### config.mk
export PLATFORM = sky130hd
export DESIGN_NAME = fdrs_ram
export DESIGN_NICKNAME = d
export VERILOG_FILES = /design/src/rtl/fdrs_ram.sv
export SDC_FILE = /design/constraint.sdc
export NUM_CORES = 1
export LEC_CHECK = 0
export ABC_AREA = 1
export BUFFER_PORTS_ARGS = -buffer_cell sky130_fd_sc_hd__buf_4
export CELL_PAD_IN_SITES_DETAIL_PLACEMENT = 1
export CELL_PAD_IN_SITES_GLOBAL_PLACEMENT = 1
export CORE_MARGIN = 3
export CORE_UTILIZATION = 30
export DETAILED_ROUTE_END_ITERATION = 10
export PLACE_DENSITY = 0.57
export SLEW_MARGIN = 40
export SYNTH_ARGS = -nofsm -noshare
export SYNTH_HDL_FRONTEND = slang
export SYNTH_SLANG_ARGS = --single-unit
### constraint.sdc
create_clock -name clock -period 2.8 [get_ports clock]
set_clock_uncertainty 0.2 [all_clocks]
set_input_delay 0.28 -clock clock [delete_from_list [all_inputs] [get_ports clock]]
set_output_delay 0.28 -clock clock [all_outputs]
set_load 0.03 [all_outputs]
### src/rtl/fdrs_ram.sv
`timescale 1ns / 1ps
module fdrs_ram #(
   parameter int WIDTH = 1,
   parameter int DEPTH = 16
) (
   input  logic                     clock,
   input  logic                     wr_en,
   input  logic [$clog2(DEPTH)-1:0] wr_addr,
   input  logic [WIDTH-1:0]         wr_data,
   input  logic                     rd_en,
   input  logic [$clog2(DEPTH)-1:0] rd_addr,
   output logic [WIDTH-1:0]         rd_data
);

   logic [WIDTH-1:0] mem_ff [DEPTH];
   logic [WIDTH-1:0] rd_data_ff;

   always_ff @(posedge clock) begin
      if (wr_en) begin
         mem_ff[wr_addr] <= wr_data;
      end
      if (rd_en) begin
         rd_data_ff <= mem_ff[rd_addr];
      end
   end

   assign rd_data = rd_data_ff;

endmodule

==> run summary <==
register area -> 510 um2
met1 WL -> 816 um
Remaining DRCs -> 0
post-placement cell area -> 973 um2
initial drt markers -> 33
postcts setup bufs -> 0
Util after Layout -> 39.0%
yosys warns -> 0
Final Max Slew Viols -> 0
slew at the pin with the worst max-slew slack -> 0.260 ns
met2 wire len -> 846 um
WP data arrival -> 0.84 ns
largest net degree at the start of global routing -> 17
relative slew slack -> 82.5%
Adder-Cell Fraction of Synth Area -> 0%
routability cong. -> 0.753
Synth Register Bits -> 17
Routed wire per std cell -> 12.2 um
Design Area, Final -> 0.00101 mm2
Synth Area in XOR/XNOR -> 0%
vias -> 641
ANT cells -> 0
Row Count -> 18
root buf cell -> clkbuf_4
Initial DRT Pass Iterations -> 4
core box area -> 0.00259 mm2
top cells by area, synth -> edfxtp_1 (60%), nand2_1 (11%), inv_1 (8.3%)
top-area cell type share of the netlist area -> 59.6%
cts repair resizes -> 0
CP Capture Type -> output port
Post-CTS Hold Fix Bufs -> 1
DPL Wire Length -> 1430 um
post-route ant nets -> 0
worst hold path class -> in2reg
Tot Pwr -> 0.000472 W
family with the most delay on the worst path -> flip-flops
DRT Wirelength -> 1740 um
I/O Pins -> 13
Synth cell types -> 10
MaxCap Viol Count -> 0
Net Count, Synth -> 108
top sig layer -> met3
f_max -> 0.757 GHz
Final TNS setup -> 0 ns
Max clock buf depth -> 2
RSZ-0062 raised after global routing -> false
Initial Util -> 33.1%
met3 WL -> 74 um
mux contribution to synthesized area -> 0%
share of post-route cells with drive strength above 1 -> 17.9%
kind of critical path -> reg2out
Crit Path Max Fanout -> 1
maximum VDD drop -> 184 uV
fin crit share -> 47.2%
Leak Pwr -> 0.451 nW
post-layout net count -> 125
number of global-route vias before repair -> 682
CP max-delay cell -> edfxtp_1
fillcell total -> 311
post-synth top area cell -> edfxtp_1
post-synthesis compound-gate area fraction -> 0%
H-tree depth -> 1
CP Cell Sequence -> buf_4
Worst Path Required -> 2.32 ns
Tot GR Track Use -> 11.4%
Period minus WS final -> 1.32 ns
mean post-synth cell area -> 8.93 um2
DIE AREA -> 0.00353 mm2
Die W -> 59.5 um
Buffers & Inverters on Critical Path -> 1
Sink Count -> 17
Die H -> 59.5 um
synthesis-to-layout area growth -> 17.8%
Seq/Total Area, Yosys -> 59.6%
IO buf count -> 12
clk_lat worst skew -> 0.28 ns
Final setup viols -> 0
CTS Buf Count -> 3
Vias per Instance -> 4.51
first-pass GRT wire length -> 2970 um
Final Hold Vio Count -> 0
Reg clk slew, reported paths -> 0.10 ns
crit-path max cell delay -> 0.38 ns
Cells after Synth -> 96
Critical Path Start Type -> flip-flop
simple-gate share of the synthesized area -> 29.1%
CTS tree -> yes
grt ovf -> 0
largest family of logic cells by synthesized area -> simple AND/OR/NAND/NOR gates
Syn Std Cell Area -> 857 um2
Multi-input gate area -> 249 um2
status -> finished clean
Power Density -> 468 mW/mm2
initial antenna violation count -> 0
cell usage after synthesis:
cell       n
nand3_1   14
nor2_1     8
nand2_1   24
inv_8      1
inv_1     19
nand2_2    3
nor3_1     8
edfxtp_1  17
buf_6      1
inv_2      1
report_power, final:
part | switching, W | total [W] | internal [W]
clock network | 0.0000709 | 0.000126 | 0.0000552
logic | 0.0000357 | 0.0000585 | 0.0000228
registers | 0.00000145 | 0.000288 | 0.000286
routing by layer:
layer,vias to the layer above,global-route usage [%]
li1,338,-
met1,288,14.4
met2,15,19.5
met3,0,1.96
met4,0,3.88
met5,-,0
logic make-up after synthesis:
group | after synthesis
buffers and inverters | 22
DFF | 17
and+or+nand+nor | 57
sequential cells by signal, summed over array words and instances, names as in the netlist:
register / flops
mem_ff: 16
rd_data: 1
final timing paths:
kind / start / to / slack (ns) / cells past startpoint
max reg2reg: mem_ff[5] / rd_data / 1.59 / 6
min reg2reg: mem_ff[10] / rd_data / 0.55 / 6
max: rd_data / rd_data / 1.48 / 1
min: wr_data / mem_ff[6] / 0.09 / 1
layout make-up:
| cell class | instances | share of cell area [%] |
|---|---|---|
| clock buffer | 4 | 2.60 |
| multi-input combinational | 57 | 24.7 |
| tap | 30 | 3.72 |
| sequential | 17 | 50.6 |
| timing repair buffer | 13 | 9.91 |
| inverter | 21 | 8.55 |
placed cells by master, fill, tap and decap left out:
| cell | instances |
|---|---|
| nor3_1 | 8 |
| inv_8 | 1 |
| edfxtp_1 | 17 |
| clkbuf_4 | 3 |
| nand3_1 | 14 |
| nand2_2 | 3 |
| buf_4 | 12 |
| clkbuf_1 | 1 |
| dlygate4sd3_1 | 1 |
| inv_1 | 19 |
| nand2_1 | 24 |
| inv_2 | 1 |
| nor2_1 | 8 |
per-stage QoR:
stage	hold WS, ns	std cells	worst slack, ns
2_1_floorplan	0.179	96	1.61
3_3_place_gp	0.279	137	1.46
3_5_place_dp	0.283	137	1.44
4_1_cts	0.0877	142	1.48
5_1_grt	0.0905	142	1.43
6_report	0.0863	142	1.48
Power figures use the tool's default switching activity.
